File: src/hdl/fcs_pkg.sv
// Types and constants of the fuzz column shader.
package fcs_pkg;

    localparam int COLOR_W  = 8;
    localparam int ROW_W    = 8;
    localparam int COORD_W  = 10;
    localparam int STORE_DEPTH = 256;
    localparam int STORE_AW = 8;
    localparam int CFG_IDX_W = 1;
    localparam int CFG_DATA_W = 8;

    localparam logic [1:0] REQ_LOAD   = 2'd0;
    localparam logic [1:0] REQ_COLUMN = 2'd1;
    localparam logic [1:0] REQ_PIXEL  = 2'd2;

    localparam logic [1:0] KIND_NONE   = 2'd0;
    localparam logic [1:0] KIND_STATUS = 2'd1;
    localparam logic [1:0] KIND_PIXEL  = 2'd2;

    localparam logic [1:0] ST_OK    = 2'd0;
    localparam logic [1:0] ST_EMPTY = 2'd1;
    localparam logic [1:0] ST_RANGE = 2'd2;

    localparam logic [CFG_IDX_W-1:0] REG_VIEW_HEIGHT = 1'd0;
    localparam logic [CFG_IDX_W-1:0] REG_LOW_DETAIL  = 1'd1;

    localparam logic [ROW_W-1:0] VIEW_HEIGHT_RST = 8'd168;

    localparam int PATTERN_LENGTH = 50;
    localparam int POS_W = 6;
    // 1 = take the pixel below, 0 = the pixel above; entry 0 is leftmost
    localparam logic [0:PATTERN_LENGTH-1] SHADE_ROM =
        50'b1010110_1101110_1110000_1001111_0101100_1100001_1110110_1;

    typedef struct packed {
        logic [1:0]       kind;
        logic [1:0]       status;
        logic [ROW_W-1:0] row;
        logic             wide;
        logic             done;
    } t_s1;

    typedef struct packed {
        logic                we;
        logic [STORE_AW-1:0] waddr;
        logic [COLOR_W-1:0]  wdata;
        logic [STORE_AW-1:0] addr_l;
        logic [STORE_AW-1:0] addr_r;
    } t_ram_ctl;

endpackage

File: src/hdl/fcs_in_if.sv
// Input item channel of the fuzz column shader.
interface fcs_in_if;
    logic                                valid;
    logic                                ready;
    logic [1:0]                          req_type;
    logic [fcs_pkg::STORE_AW-1:0]        map_index;
    logic [fcs_pkg::COLOR_W-1:0]         map_value;
    logic [fcs_pkg::COORD_W-1:0]         col_x;
    logic signed [fcs_pkg::COORD_W-1:0]  top_row;
    logic signed [fcs_pkg::COORD_W-1:0]  bottom_row;
    logic [fcs_pkg::COLOR_W-1:0]         above_left;
    logic [fcs_pkg::COLOR_W-1:0]         below_left;
    logic [fcs_pkg::COLOR_W-1:0]         above_right;
    logic [fcs_pkg::COLOR_W-1:0]         below_right;

    modport source (output valid, req_type, map_index, map_value, col_x, top_row,
                    bottom_row, above_left, below_left, above_right, below_right,
                    input ready);
    modport sink   (input valid, req_type, map_index, map_value, col_x, top_row,
                    bottom_row, above_left, below_left, above_right, below_right,
                    output ready);
endinterface

File: src/hdl/fcs_out_if.sv
// Result item channel of the fuzz column shader.
interface fcs_out_if #(
    parameter int XW = 9
);
    logic                         valid;
    logic                         ready;
    logic [1:0]                   result_kind;
    logic [1:0]                   column_status;
    logic [XW-1:0]                write_x;
    logic [fcs_pkg::ROW_W-1:0]    write_row;
    logic [fcs_pkg::COLOR_W-1:0]  color_left;
    logic [fcs_pkg::COLOR_W-1:0]  color_right;
    logic                         two_wide;
    logic                         column_done;

    modport source (output valid, result_kind, column_status, write_x, write_row,
                    color_left, color_right, two_wide, column_done, input ready);
    modport sink   (input valid, result_kind, column_status, write_x, write_row,
                    color_left, color_right, two_wide, column_done, output ready);
endinterface

File: src/hdl/fcs_cfg_if.sv
// Configuration write channel of the fuzz column shader.
interface fcs_cfg_if;
    logic                              valid;
    logic                              ready;
    logic [fcs_pkg::CFG_IDX_W-1:0]     reg_idx;
    logic [fcs_pkg::CFG_DATA_W-1:0]    wr_data;

    modport source (output valid, reg_idx, wr_data, input ready);
    modport sink   (input valid, reg_idx, wr_data, output ready);
endinterface

File: src/hdl/fcs_ram.sv
// Generic single-write, single-read RAM with registered read data.
module fcs_ram #(
    parameter int W     = 8,
    parameter int DEPTH = 256
) (
    input  logic                     i_clk,
    input  logic                     i_we,
    input  logic [$clog2(DEPTH)-1:0] i_waddr,
    input  logic [W-1:0]             i_wdata,
    input  logic                     i_re,
    input  logic [$clog2(DEPTH)-1:0] i_raddr,
    output logic [W-1:0]             o_rdata
);

    logic [W-1:0] r_mem [DEPTH];
    logic [W-1:0] r_rdata;

    always_ff @(posedge i_clk) begin
        if (i_we) begin
            r_mem[i_waddr] <= i_wdata;
        end
        if (i_re) begin
            r_rdata <= r_mem[i_raddr];
        end
    end

    assign o_rdata = r_rdata;

endmodule

File: src/hdl/fcs_ctrl.sv
// Column state, configuration registers and per-item decode.
module fcs_ctrl #(
    parameter int SCREEN_WIDTH  = 320,
    parameter int SCREEN_HEIGHT = 200,
    parameter int XW            = 9
) (
    input  logic                                i_clk,
    input  logic                                i_rst_n,
    input  logic                                i_accept,
    input  logic [1:0]                          i_req_type,
    input  logic [fcs_pkg::STORE_AW-1:0]        i_map_index,
    input  logic [fcs_pkg::COLOR_W-1:0]         i_map_value,
    input  logic [fcs_pkg::COORD_W-1:0]         i_col_x,
    input  logic signed [fcs_pkg::COORD_W-1:0]  i_top_row,
    input  logic signed [fcs_pkg::COORD_W-1:0]  i_bottom_row,
    input  logic [fcs_pkg::COLOR_W-1:0]         i_above_left,
    input  logic [fcs_pkg::COLOR_W-1:0]         i_below_left,
    input  logic [fcs_pkg::COLOR_W-1:0]         i_above_right,
    input  logic [fcs_pkg::COLOR_W-1:0]         i_below_right,
    input  logic                                i_cfg_we,
    input  logic [fcs_pkg::CFG_IDX_W-1:0]       i_cfg_idx,
    input  logic [fcs_pkg::CFG_DATA_W-1:0]      i_cfg_data,
    output fcs_pkg::t_s1                        o_s1,
    output logic [XW-1:0]                       o_x,
    output fcs_pkg::t_ram_ctl                   o_ram
);

    localparam logic [10:0]        SW_L = 11'(SCREEN_WIDTH);
    localparam logic signed [11:0] SH_L = 12'(SCREEN_HEIGHT);

    logic                            r_active, n_active;
    logic [fcs_pkg::ROW_W-1:0]       r_row, n_row;
    logic [fcs_pkg::ROW_W-1:0]       r_end, n_end;
    logic [XW-1:0]                   r_x, n_x;
    logic                            r_wide, n_wide;
    logic [fcs_pkg::POS_W-1:0]       r_pos, n_pos;
    logic [fcs_pkg::ROW_W-1:0]       r_view_height;
    logic                            r_low_detail;

    logic [10:0]        x_full;
    logic signed [11:0] top_s, bot_s, lim, top_c, bot_c;
    logic               below;

    always_comb begin
        x_full = r_low_detail ? {i_col_x, 1'b0} : {1'b0, i_col_x};
        top_s  = $signed({{2{i_top_row[9]}}, i_top_row});
        bot_s  = $signed({{2{i_bottom_row[9]}}, i_bottom_row});
        lim    = $signed({4'b0000, r_view_height}) - 12'sd2;
        top_c  = (top_s < 12'sd1) ? 12'sd1 : top_s;
        bot_c  = (bot_s > lim) ? lim : bot_s;
        below  = fcs_pkg::SHADE_ROM[r_pos];

        n_active = r_active;
        n_row    = r_row;
        n_end    = r_end;
        n_x      = r_x;
        n_wide   = r_wide;
        n_pos    = r_pos;

        o_s1 = '0;
        o_x  = '0;
        o_ram.we     = 1'b0;
        o_ram.waddr  = i_map_index;
        o_ram.wdata  = i_map_value;
        o_ram.addr_l = below ? i_below_left : i_above_left;
        o_ram.addr_r = below ? i_below_right : i_above_right;

        unique case (i_req_type)
            fcs_pkg::REQ_LOAD: begin
                o_ram.we = 1'b1;
            end
            fcs_pkg::REQ_COLUMN: begin
                n_active  = 1'b0;
                o_s1.kind = fcs_pkg::KIND_STATUS;
                if (bot_s < top_s) begin
                    o_s1.status = fcs_pkg::ST_EMPTY;
                end else if (x_full >= SW_L || top_s < 12'sd0 || bot_s >= SH_L) begin
                    o_s1.status = fcs_pkg::ST_RANGE;
                end else begin
                    o_s1.status = fcs_pkg::ST_OK;
                    if (top_c <= bot_c) begin
                        n_active = 1'b1;
                        n_row    = top_c[fcs_pkg::ROW_W-1:0];
                        n_end    = bot_c[fcs_pkg::ROW_W-1:0];
                        n_x      = x_full[XW-1:0];
                        n_wide   = r_low_detail;
                    end
                end
            end
            fcs_pkg::REQ_PIXEL: begin
                if (r_active) begin
                    o_s1.kind = fcs_pkg::KIND_PIXEL;
                    o_s1.row  = r_row;
                    o_s1.wide = r_wide;
                    o_s1.done = (r_row == r_end);
                    o_x       = r_x;
                    if (r_row == r_end) begin
                        n_active = 1'b0;
                    end else begin
                        n_row = r_row + 8'd1;
                    end
                    n_pos = (r_pos == fcs_pkg::POS_W'(fcs_pkg::PATTERN_LENGTH - 1)) ?
                            '0 : r_pos + 6'd1;
                end
            end
            default: begin
            end
        endcase
    end

    always_ff @(posedge i_clk) begin
        if (!i_rst_n) begin
            r_active      <= 1'b0;
            r_row         <= '0;
            r_end         <= '0;
            r_x           <= '0;
            r_wide        <= 1'b0;
            r_pos         <= '0;
            r_view_height <= fcs_pkg::VIEW_HEIGHT_RST;
            r_low_detail  <= 1'b0;
        end else begin
            if (i_accept) begin
                r_active <= n_active;
                r_row    <= n_row;
                r_end    <= n_end;
                r_x      <= n_x;
                r_wide   <= n_wide;
                r_pos    <= n_pos;
            end
            if (i_cfg_we) begin
                unique case (i_cfg_idx)
                    fcs_pkg::REG_VIEW_HEIGHT: r_view_height <= i_cfg_data;
                    fcs_pkg::REG_LOW_DETAIL:  r_low_detail  <= i_cfg_data[0];
                    default: begin
                    end
                endcase
            end
        end
    end

endmodule

File: src/hdl/fuzz_column_shader_core.sv
// Top level of the fuzz column shader: decode, colour store and output stage.
// Takes one item per clock when the output is drained and returns exactly one result
// beat per item: the decode result and the registered colour store read are held in
// the first register stage, then the output register takes them. Two items can be
// held while the output is stalled. The colour store is kept as two identical 256x8
// RAM copies so both pixels of a low-detail row are translated in the same read cycle.
// Configuration writes are always accepted and take effect on the next item.
module fuzz_column_shader_core #(
    parameter int SCREEN_WIDTH  = 320,
    parameter int SCREEN_HEIGHT = 200
) (
    input  logic           i_clk,
    input  logic           i_rst_n,
    fcs_in_if.sink         i_in,
    fcs_out_if.source      o_out,
    fcs_cfg_if.sink        i_cfg
);

    localparam int XW = $clog2(SCREEN_WIDTH);

    logic                          accept_in;
    logic                          s1_adv;
    fcs_pkg::t_s1                  s1_d;
    logic [XW-1:0]                 x_d;
    fcs_pkg::t_ram_ctl             ram;
    logic [fcs_pkg::COLOR_W-1:0]   rd_l, rd_r;

    logic                          r_v1, r_v2;
    fcs_pkg::t_s1                  r_s1, r_out;
    logic [XW-1:0]                 r_x1, r_out_x;
    logic [fcs_pkg::COLOR_W-1:0]   r_out_cl, r_out_cr;

    assign s1_adv     = r_v1 && (!r_v2 || o_out.ready);
    assign i_in.ready = !r_v1 || s1_adv;
    assign accept_in  = i_in.valid && i_in.ready;
    assign i_cfg.ready = 1'b1;

    fcs_ctrl #(
        .SCREEN_WIDTH  (SCREEN_WIDTH),
        .SCREEN_HEIGHT (SCREEN_HEIGHT),
        .XW            (XW)
    ) u_fcs_ctrl (
        .i_clk         (i_clk),
        .i_rst_n       (i_rst_n),
        .i_accept      (accept_in),
        .i_req_type    (i_in.req_type),
        .i_map_index   (i_in.map_index),
        .i_map_value   (i_in.map_value),
        .i_col_x       (i_in.col_x),
        .i_top_row     (i_in.top_row),
        .i_bottom_row  (i_in.bottom_row),
        .i_above_left  (i_in.above_left),
        .i_below_left  (i_in.below_left),
        .i_above_right (i_in.above_right),
        .i_below_right (i_in.below_right),
        .i_cfg_we      (i_cfg.valid && i_cfg.ready),
        .i_cfg_idx     (i_cfg.reg_idx),
        .i_cfg_data    (i_cfg.wr_data),
        .o_s1          (s1_d),
        .o_x           (x_d),
        .o_ram         (ram)
    );

    fcs_ram #(
        .W     (fcs_pkg::COLOR_W),
        .DEPTH (fcs_pkg::STORE_DEPTH)
    ) u_fcs_ram_l (
        .i_clk   (i_clk),
        .i_we    (accept_in && ram.we),
        .i_waddr (ram.waddr),
        .i_wdata (ram.wdata),
        .i_re    (accept_in),
        .i_raddr (ram.addr_l),
        .o_rdata (rd_l)
    );

    fcs_ram #(
        .W     (fcs_pkg::COLOR_W),
        .DEPTH (fcs_pkg::STORE_DEPTH)
    ) u_fcs_ram_r (
        .i_clk   (i_clk),
        .i_we    (accept_in && ram.we),
        .i_waddr (ram.waddr),
        .i_wdata (ram.wdata),
        .i_re    (accept_in),
        .i_raddr (ram.addr_r),
        .o_rdata (rd_r)
    );

    always_ff @(posedge i_clk) begin
        if (!i_rst_n) begin
            r_v1 <= 1'b0;
            r_v2 <= 1'b0;
        end else begin
            if (accept_in) begin
                r_v1 <= 1'b1;
            end else if (s1_adv) begin
                r_v1 <= 1'b0;
            end
            if (s1_adv) begin
                r_v2 <= 1'b1;
            end else if (o_out.ready) begin
                r_v2 <= 1'b0;
            end
        end
    end

    always_ff @(posedge i_clk) begin
        if (accept_in) begin
            r_s1 <= s1_d;
            r_x1 <= x_d;
        end
        if (s1_adv) begin
            r_out    <= r_s1;
            r_out_x  <= r_x1;
            r_out_cl <= (r_s1.kind == fcs_pkg::KIND_PIXEL) ? rd_l : '0;
            r_out_cr <= (r_s1.kind == fcs_pkg::KIND_PIXEL && r_s1.wide) ? rd_r : '0;
        end
    end

    assign o_out.valid         = r_v2;
    assign o_out.result_kind   = r_out.kind;
    assign o_out.column_status = r_out.status;
    assign o_out.write_x       = r_out_x;
    assign o_out.write_row     = r_out.row;
    assign o_out.color_left    = r_out_cl;
    assign o_out.color_right   = r_out_cr;
    assign o_out.two_wide      = r_out.wide;
    assign o_out.column_done   = r_out.done;

endmodule

File: src/flat_wrapper.sv
// flat-port wrapper written by rule: the top's interface ports become plain ports
module fuzz_column_shader_core_flat 
#(
    parameter int SCREEN_WIDTH  = 320,
    parameter int SCREEN_HEIGHT = 200
)
  (i_clk, i_rst_n, i_in_valid, i_in_req_type, i_in_map_index, i_in_map_value, i_in_col_x, i_in_top_row, i_in_bottom_row, i_in_above_left, i_in_below_left, i_in_above_right, i_in_below_right, i_in_ready, o_out_valid, o_out_result_kind, o_out_column_status, o_out_write_x, o_out_write_row, o_out_color_left, o_out_color_right, o_out_two_wide, o_out_column_done, o_out_ready, i_cfg_valid, i_cfg_reg_idx, i_cfg_wr_data, i_cfg_ready);
  fcs_in_if i_in_i ();
  fcs_out_if o_out_i ();
  fcs_cfg_if i_cfg_i ();
  input  logic i_clk;
  input  logic i_rst_n;
  input wire logic [$bits(i_in_i.valid)-1:0] i_in_valid;
  input wire logic [$bits(i_in_i.req_type)-1:0] i_in_req_type;
  input wire logic [$bits(i_in_i.map_index)-1:0] i_in_map_index;
  input wire logic [$bits(i_in_i.map_value)-1:0] i_in_map_value;
  input wire logic [$bits(i_in_i.col_x)-1:0] i_in_col_x;
  input wire logic [$bits(i_in_i.top_row)-1:0] i_in_top_row;
  input wire logic [$bits(i_in_i.bottom_row)-1:0] i_in_bottom_row;
  input wire logic [$bits(i_in_i.above_left)-1:0] i_in_above_left;
  input wire logic [$bits(i_in_i.below_left)-1:0] i_in_below_left;
  input wire logic [$bits(i_in_i.above_right)-1:0] i_in_above_right;
  input wire logic [$bits(i_in_i.below_right)-1:0] i_in_below_right;
  output wire logic [$bits(i_in_i.ready)-1:0] i_in_ready;
  output wire logic [$bits(o_out_i.valid)-1:0] o_out_valid;
  output wire logic [$bits(o_out_i.result_kind)-1:0] o_out_result_kind;
  output wire logic [$bits(o_out_i.column_status)-1:0] o_out_column_status;
  output wire logic [$bits(o_out_i.write_x)-1:0] o_out_write_x;
  output wire logic [$bits(o_out_i.write_row)-1:0] o_out_write_row;
  output wire logic [$bits(o_out_i.color_left)-1:0] o_out_color_left;
  output wire logic [$bits(o_out_i.color_right)-1:0] o_out_color_right;
  output wire logic [$bits(o_out_i.two_wide)-1:0] o_out_two_wide;
  output wire logic [$bits(o_out_i.column_done)-1:0] o_out_column_done;
  input wire logic [$bits(o_out_i.ready)-1:0] o_out_ready;
  input wire logic [$bits(i_cfg_i.valid)-1:0] i_cfg_valid;
  input wire logic [$bits(i_cfg_i.reg_idx)-1:0] i_cfg_reg_idx;
  input wire logic [$bits(i_cfg_i.wr_data)-1:0] i_cfg_wr_data;
  output wire logic [$bits(i_cfg_i.ready)-1:0] i_cfg_ready;
  assign i_in_i.valid = i_in_valid;
  assign i_in_i.req_type = i_in_req_type;
  assign i_in_i.map_index = i_in_map_index;
  assign i_in_i.map_value = i_in_map_value;
  assign i_in_i.col_x = i_in_col_x;
  assign i_in_i.top_row = i_in_top_row;
  assign i_in_i.bottom_row = i_in_bottom_row;
  assign i_in_i.above_left = i_in_above_left;
  assign i_in_i.below_left = i_in_below_left;
  assign i_in_i.above_right = i_in_above_right;
  assign i_in_i.below_right = i_in_below_right;
  assign i_in_ready = i_in_i.ready;
  assign o_out_valid = o_out_i.valid;
  assign o_out_result_kind = o_out_i.result_kind;
  assign o_out_column_status = o_out_i.column_status;
  assign o_out_write_x = o_out_i.write_x;
  assign o_out_write_row = o_out_i.write_row;
  assign o_out_color_left = o_out_i.color_left;
  assign o_out_color_right = o_out_i.color_right;
  assign o_out_two_wide = o_out_i.two_wide;
  assign o_out_column_done = o_out_i.column_done;
  assign o_out_i.ready = o_out_ready;
  assign i_cfg_i.valid = i_cfg_valid;
  assign i_cfg_i.reg_idx = i_cfg_reg_idx;
  assign i_cfg_i.wr_data = i_cfg_wr_data;
  assign i_cfg_ready = i_cfg_i.ready;
  fuzz_column_shader_core #(.SCREEN_WIDTH(SCREEN_WIDTH), .SCREEN_HEIGHT(SCREEN_HEIGHT)) u_core (.i_clk(i_clk), .i_rst_n(i_rst_n), .i_in(i_in_i), .o_out(o_out_i), .i_cfg(i_cfg_i));
endmodule
File: config.mk
export PLATFORM = sky130hd
export DESIGN_NAME = fuzz_column_shader_core_flat
export DESIGN_NICKNAME = d
export VERILOG_FILES = /design/src/hdl/fcs_pkg.sv /design/src/hdl/fcs_in_if.sv /design/src/hdl/fcs_out_if.sv /design/src/hdl/fcs_cfg_if.sv /design/src/hdl/fcs_ram.sv /design/src/hdl/fcs_ctrl.sv /design/src/hdl/fuzz_column_shader_core.sv /design/src/flat_wrapper.sv
export SDC_FILE = /design/constraint.sdc
export NUM_CORES = 2
export LEC_CHECK = 0
export BUFFER_PORTS_ARGS = -buffer_cell sky130_fd_sc_hd__buf_2
export CELL_PAD_IN_SITES_DETAIL_PLACEMENT = 0
export CELL_PAD_IN_SITES_GLOBAL_PLACEMENT = 1
export CORE_UTILIZATION = 28
export CTS_BUF_LIST = sky130_fd_sc_hd__clkbuf_2
export DETAILED_ROUTE_END_ITERATION = 12
export GPL_ROUTABILITY_DRIVEN = 0
export PLACE_DENSITY_LB_ADDON = 0.1
export SLEW_MARGIN = 20
export SYNTH_ARGS = -nofsm -noshare
export SYNTH_HDL_FRONTEND = slang
export SYNTH_SLANG_ARGS = --single-unit
File: constraint.sdc
create_clock -name i_clk -period 9.2 [get_ports i_clk]
set_input_delay 0.92 -clock i_clk [delete_from_list [all_inputs] [get_ports i_clk]]
set_output_delay 0.92 -clock i_clk [all_outputs]
set_load 0.05 [all_outputs]
# Yosys cells after proc, flatten, opt, wreduce, memory -nomap -nowiden

Memories as Yosys holds them, arrays and structs flattened. A register that Yosys moved wholly into a read port is not among the register bits.
Index checks and enable logic that the tools add are counted.
Widths: inputs -> output; s select.

Logic and storage cells: 107
Flip-flop bits (word level): 106
ROM bits: 64
Bits of input ports: 94
Output and inout bits: 42
Bits in writable memories: 4096
Memories: 3

Memory list:

| name                     | depth | bits a word | rd ports | clocked after memory_dff | wr ports | RTL line       | RTL |
|---|---|---|---|---|---|---|---|
| u_core.u_fcs_ram_l.r_mem | 256   | 8           | 1        | 1                        | 1        | fcs_ram.sv:15  | `logic [W-1:0] r_mem [DEPTH];` |
| u_core.u_fcs_ram_r.r_mem | 256   | 8           | 1        | 1                        | 1        | fcs_ram.sv:15  |  |
| (no name shown)          | 64    | 1           | 1        | 0                        | 0        | fcs_ctrl.sv:51 | `below = fcs_pkg::SHADE_ROM[r_pos];` |

Mux-type cells: 31
Bitwise logic cells: 5
$lt $le $gt $ge: 8
Eq/ne operators: 10
Add/subtract/negate cells: 3
Reduce and logical (&&, ||, !) cells: 22

Operators with widths:

| cell                | count |
|---|---|
| $mux 8              | 7 |
| $mux 12             | 2 |
| $pmux 8 s2          | 1 |
| $mux 1              | 15 |
| $le 12x12->1        | 1 |
| $ge 11x9->1 const B | 1 |
| $mux 11             | 1 |
| $ge 10x9->1 const B | 1 |
| $gt 10x9->1         | 1 |
| $lt 10x1->1 const B | 1 |
| $lt 10x10->1        | 1 |
| $lt 10x2->1 const B | 1 |
| $ne 2x2->1 const B  | 5 |
| $sub 8x2->9 const B | 1 |
| $add 8x1->8 const B | 1 |
| $eq 8x8->1          | 1 |
| $reduce_and 2->1    | 4 |
| $ge 7x7->1 const B  | 1 |
| $not 6->7           | 1 |
| $reduce_and 7->1    | 1 |
| $add 6x1->6 const B | 1 |
| $eq 6x6->1 const B  | 1 |
| $mux 6              | 1 |
| $reduce_bool 2->1   | 3 |
| other kinds (13)    | 25 |

# Depth between registers and ports, before layout

Depth after elaboration: 8
Gate-level depth with buffers: 26
Depth with buffers taken out: 24

# By module

A second synthesis with hierarchy kept.

Cells, all modules: 8059
Area, all modules: 165382.4 um2

Modules (own cells, without submodules):

| module                  | sequential area each (um2) | area an instance (um2) | cells an instance | instances |
|---|---|---|---|---|
| fcs_ram                 | 61739.2                    | 79636.4                | 3733              | 2 |
| fcs_ctrl                | 840.8                      | 4006.3                 | 501               | 1 |
| fuzz_column_shader_core | 1901.8                     | 2103.3                 | 92                | 1 |

# Least setup slack after synthesis

No wires, ideal clock.

Path kind: input-to-reg
Start point: input i_in_bottom_row[1]
End point: register u_core.u_fcs_ctrl.r_end[6] (netlist name)
Buffers on the path: 1
Arrival: 5.583 ns
Data required time: 9.068 ns
Slack: 3.485 ns
Library setup time: 0.132 ns
Stages on the path: 24
Path through: ha_1 nor2b_1 o21a_1 o21a_1 o21a_1 o21a_1 o21a_1 o21ai_0 a21oi_1 nor2_1 mux2i_1 ha_1 nor2b_1 o21a_1 o21a_1 o21a_1 o21a_1 o21a_1 o21a_1 o41ai_2 nand4_1 nor2_1 clkbuf_1 o22ai_1

Longest elaborated chain between the ends: 4
Elaborated cells between the ends (all ways): 9
Those cells by class: order compare: 4; mux: 1; bitwise: 2; reduce/logical: 2

Ends and longest elaborated chain:

| what                                        | RTL line                       | RTL |
|---|---|---|
| start: declaration                          | flat_wrapper.sv:19             | `input wire logic [$bits(i_in_i.bottom_row)-1:0] i_in_bottom_row;` |
| $gt 10x9->1 or $ge 10x9->1 (tied branches)  | fcs_ctrl.sv:50, fcs_ctrl.sv:77 |  |
| $mux 12 or $logic_or 1x1->1 (tied branches) | fcs_ctrl.sv:50, fcs_ctrl.sv:77 |  |
| $le 12x12->1 or $not 1->1 (tied branches)   | --                             |  |
| $reduce_and 5->1 (no line)                  | --                             |  |
| end signal: assignment                      | fcs_ctrl.sv:125                | `r_end <= n_end;` |
| end: declaration                            | fcs_ctrl.sv:33                 | `logic [fcs_pkg::ROW_W-1:0] r_end, n_end;` |

Parallel ways exist; a longest one is shown, timed or not.
A chain may end at the register's enable or synchronous reset.

# Worst setup path in the final report

Start point: register u_core.u_fcs_ctrl.r_view_height[1] (netlist name)
End point: register u_core.u_fcs_ctrl.r_active

Longest elaborated chain between the ends: 8

Ends and longest elaborated chain:

| what                     | RTL line        | RTL |
|---|---|---|
| start: declaration       | fcs_ctrl.sv:37  | `logic [fcs_pkg::ROW_W-1:0] r_view_height;` |
| start signal: assignment | fcs_ctrl.sv:119 | `r_view_height <= fcs_pkg::VIEW_HEIGHT_RST;` |
| start signal: assignment | fcs_ctrl.sv:132 | `fcs_pkg::REG_VIEW_HEIGHT: r_view_height <= i_cfg_data;` |
| $sub 8x2->9 *            | fcs_ctrl.sv:48  | `lim = $signed({4'b0000, r_view_height}) - 12'sd2;` |
| $gt 10x9->1              | fcs_ctrl.sv:50  | `bot_c = (bot_s > lim) ? lim : bot_s;` |
| $mux 12 *                | fcs_ctrl.sv:50  |  |
| $le 12x12->1 *           | fcs_ctrl.sv:81  | `if (top_c <= bot_c) begin` |
| $mux 1 *                 | fcs_ctrl.sv:81  |  |
| $mux 1 *                 | fcs_ctrl.sv:77  | `end else if (x_full >= SW_L \|\| top_s < 12'sd0 \|\| bot_s >= SH_L) begin` |
| $mux 1 *                 | fcs_ctrl.sv:75  | `if (bot_s < top_s) begin` |
| $pmux 1 s2 *             | fcs_ctrl.sv:68  | `unique case (i_req_type)` |
| end signal: assignment   | fcs_ctrl.sv:123 | `r_active <= n_active;` |
| end: declaration         | fcs_ctrl.sv:31  | `logic r_active, n_active;` |

Every way passes the cells marked *; elsewhere a longest branch is shown, timed or not.

==> run_results.csv <==
group,metric,value,unit
timing,rsz0062_at_grt,"no",
floorplanning,die_area,0.388,mm2
placed_design,place_area,0.116,mm2
clock_network,clk_pin_slew,0.10,ns
routing,dr.pass1.iters,8,
cells_and_area,area_delta_synth_final,15.3,%
routing,via_per_inst,5.76,
synthesis,synthCells,10100,
floorplanning,core,0.383,mm2
setup_path,critPathCapture,"u_core.u_fcs_ctrl.r_active",
setup_path,reg2reg_to,"u_core.u_fcs_ctrl.r_active",
setup_path,r2r_cells,28,
clock_network,numCtsBuffers,633,
pwr,clkPwrFrac,0.357,
synthesis,synth-seq-cells,2170,
floorplanning,die_w,623,um
timing,post-route-min-period,8.11,ns
floorplanning,io_pins,136,
placed_design,preCtsSetupSlack,1.84,ns
cells_and_area,regArea,0.0647,mm2
setup_path,slowest_delay,0.74,ns
timing,period_share,0.881,
setup_path,critPathKind,"flip-flop to flip-flop",
pwr,p_per_area,173,mW/mm2
synthesis,synth_ff_type,"edfxtp_1",
grt,first_global_vias,88600,
floorplanning,chipHeight,623,um
cells_and_area,finalInstanceArea,0.124,mm2
pwr,irDropWorstVdd,0.106,mV
worst_hold_path,hold_class,"input pin to flip-flop",
timing,tightest_slew,1.36,ns
pwr,p_switching,6960,uW
outcome,status,"finished, final reports clean",
setup_path,cp_data_arrival_time,10.29,ns
timing,relSlewSlack,0.0918,
setup_path,critPathMaxFanout,13,
setup_path,path_delay_family,"buffers and inverters",
setup_path,crit_start,"u_core.u_fcs_ctrl.r_view_height[1]",
clock_network,tritoncts,"done",
routing,drtIter0Drc,13000,
floorplanning,rows,227,
timing,setup_tns,0,ns
setup_path,rrSetupSlack,1.09,ns
pwr,comb_power_share,0.135,
placed_design,dpl.hpwl,373000,um
clock_network,cts-root-buf,"clkbuf_2",
routing,routed_wl,592000,um
synthesis,yosysSeqAreaShare,0.600,
synthesis,synth_cell_types,83,
synthesis,ys.warnings.count,0,
job,maxCapViolCount,0,
routing,drc_errors,0,
timing,slew_viol_final,0,
pwr,swShare,0.324,
grt,grt_start_max_net_pins,169,
setup_path,cp_data_required_time,11.38,ns
routing,drtAntennaViolNets,0,
clock_network,clock_latency,2.34,ns
clock_network,cts_max_level,6,
timing,layout_setup_ws,1.09,ns
pwr,seqPwrFrac,0.508,
setup_path,cp.depth,28,
synthesis,syn-num-nets,10300,
setup_path,timing.rr.start,"u_core.u_fcs_ctrl.r_view_height[1]",
timing,finalHoldViolCount,0,
pwr,p_int,14500,uW
timing,fin_skew,0.310,ns
cells_and_area,drive_gt1_frac,0.153,
floorplanning,start_util,0.282,
cells_and_area,fillers,39100,
setup_path,cp_slowest_cell,"dlygate4sd3_1",
setup_path,start_kind,"flip-flop",
grt,grt_util_all_layers,0.294,
grt,overflow,0,
setup_path,crit_path_end_kind,"flip-flop",
cells_and_area,nets,10900,
clock_network,clock_sinks,2170,
grt,grt_pass1_wl,789000,um
timing,finalSetupViolCount,0,
clock_network,clk_path_buf_depth,4,
clock_network,cts_resized,0,
synthesis,synth.avg_cell_area,10.7,um2
cells_and_area,final_common_cell,"nand2_1",
routing,post_drt_wl_per_cell,36.2,um
timing,fmax,0.123,GHz
setup_path,crit_top_cell,"o21a_1",
grt,grt_antenna_before_repair,77,
routing,num_vias,94100,
synthesis,netlist_area,0.108,mm2
cells_and_area,multiInputGateArea,0.0400,mm2
cells_and_area,final_cell_mix,"2859 x nand2_1, 2126 x edfxtp_1, 892 x clkbuf_2, 606 x a21oi_1",
placed_design,portBuffers,134,
synthesis,synth_async_sr_flop_share,0,
synthesis,synth_edf_count,2126,
setup_path,cp.buffers_inverters,5,
pwr,power_leakage,0.0449,uW
routing by layer:
| metal | vias up | part of all wire | global-route usage |
|---|---|---|---|
| met5 | - | 0.00019 | 0 |
| met4 | 16 | 0.053 | 0.140 |
| met3 | 1119 | 0.094 | 0.0654 |
| met2 | 5626 | 0.44 | 0.450 |
| met1 | 48000 | 0.41 | 0.394 |
| li1 | 39300 | - | - |
synthesized netlist by cell type, types with 18 or more instances:
master | instances | share of area
a211oi_1 | 120 | 0.0083
a21oi_1 | 607 | 0.028
a221oi_1 | 41 | 0.0033
a22oi_1 | 53 | 0.0037
a311oi_1 | 120 | 0.0097
a31oi_1 | 149 | 0.0086
and3_1 | 232 | 0.013
buf_1 | 124 | 0.0043
buf_2 | 331 | 0.015
buf_4 | 76 | 0.0053
buf_6 | 29 | 0.0030
clkbuf_1 | 230 | 0.0080
dfxtp_1 | 44 | 0.0082
edfxtp_1 | 2126 | 0.59
ha_1 | 41 | 0.0048
inv_1 | 30 | 0.0010
mux2_2 | 70 | 0.0073
mux2i_1 | 613 | 0.057
nand2_1 | 2870 | 0.10
nand3_1 | 609 | 0.028
nand4_1 | 61 | 0.0035
nor2_1 | 389 | 0.014
nor2b_1 | 18 | 0.0010
nor3_1 | 198 | 0.0092
nor4_1 | 35 | 0.0020
o211ai_1 | 26 | 0.0018
o21a_1 | 26 | 0.0018
o21ai_0 | 203 | 0.0094
o221ai_1 | 206 | 0.017
o22ai_1 | 193 | 0.011
sequential cells by signal, summed over array words and instances (netlist names), 9 cells and up:
name / flops
u_core.r_x1: 9
u_core.r_s1: 14
u_core.u_fcs_ctrl.r_x: 9
u_core.u_fcs_ram_r.r_mem: 1952
u_core.u_fcs_ram_l.r_mem: 96
u_core.o_out.write_x: 9
per-stage QoR:
stage / power, uW / utilization / std cells / hold WS, ns
3_5_place_dp: 13800 / 0.302 / 14900 / 0.405
6_report: 21500 / 0.325 / 16300 / 0.304
2_1_floorplan: 12400 / - / 10100 / 0.400
5_1_grt: 22200 / 0.325 / 16300 / 0.218
3_3_place_gp: 13800 / 0.301 / 14900 / 0.404
4_1_cts: 21600 / 0.324 / 16300 / 0.0207
kinds of logic (layout without fill, tap and decap cells):
group	Yosys count	in the layout	share of synthesized area
XOR/XNOR	18	18	0.00146
AO/OA/AOI/OAI	1912	1912	0.116
buffers and inverters	822	1925	0.0372
other	1	56	0.0000348
AND/OR/NAND/NOR	4479	4479	0.175
flip-flops	2170	2170	0.600
multiplexers	689	689	0.0651
adder cells (fa/ha/maj)	41	41	0.00475
layout make-up:
| type | instances | share of cell area |
|---|---|---|
| antenna | 55 | 0.00111 |
| clock buffer | 892 | 0.0359 |
| clock inverter | 210 | 0.00985 |
| inverter | 31 | 0.000936 |
| multi-input combinational | 7140 | 0.322 |
| sequential | 2170 | 0.520 |
| tap | 5038 | 0.0507 |
| timing repair buffer | 792 | 0.0597 |
worst min-delay path by stage:
stage	start	end	slack, ns	cells past startpoint
global placement	u_core.r_x1[7]	u_core.o_out.write_x[7]	0.40	0
floorplan	u_core.r_s1[0]	u_core.o_out.column_done	0.40	0
global route	i_in_bottom_row[0]	u_core.u_fcs_ctrl.r_end[0]	0.22	5
CTS	i_cfg_valid	u_core.u_fcs_ctrl.r_view_height[0]	0.02	6
finish	i_cfg_valid	u_core.u_fcs_ctrl.r_view_height[2]	0.30	6
detailed placement	u_core.r_x1[7]	u_core.o_out.write_x[7]	0.41	0
tightest hold or removal path, cell delays in order:
cell and delay, ns:
dlygate4sd3_1 0.52, buf_2 0.13, nand2b_1 0.19, nand2_1 0.12
a21oi_1 0.05, dlygate4sd3_1 0.55
repair_timing:
action | CTS | global route
setup buffers | 0 | 0
hold endpoints to repair | 2771 | 0
hold buffers | 278 | 0
power by group through the flow:
stage / clock [uW] / sequential (uW) / combinational [uW]
detailed placement: 0 / 11100 / 2720
finish: 7680 / 10900 / 2900
floorplan: 0 / 11100 / 1220
global placement: 0 / 11100 / 2710
CTS: 7870 / 10900 / 2840
global route: 8290 / 10900 / 2960
Note: power is estimated with default switching activity, not from simulation.
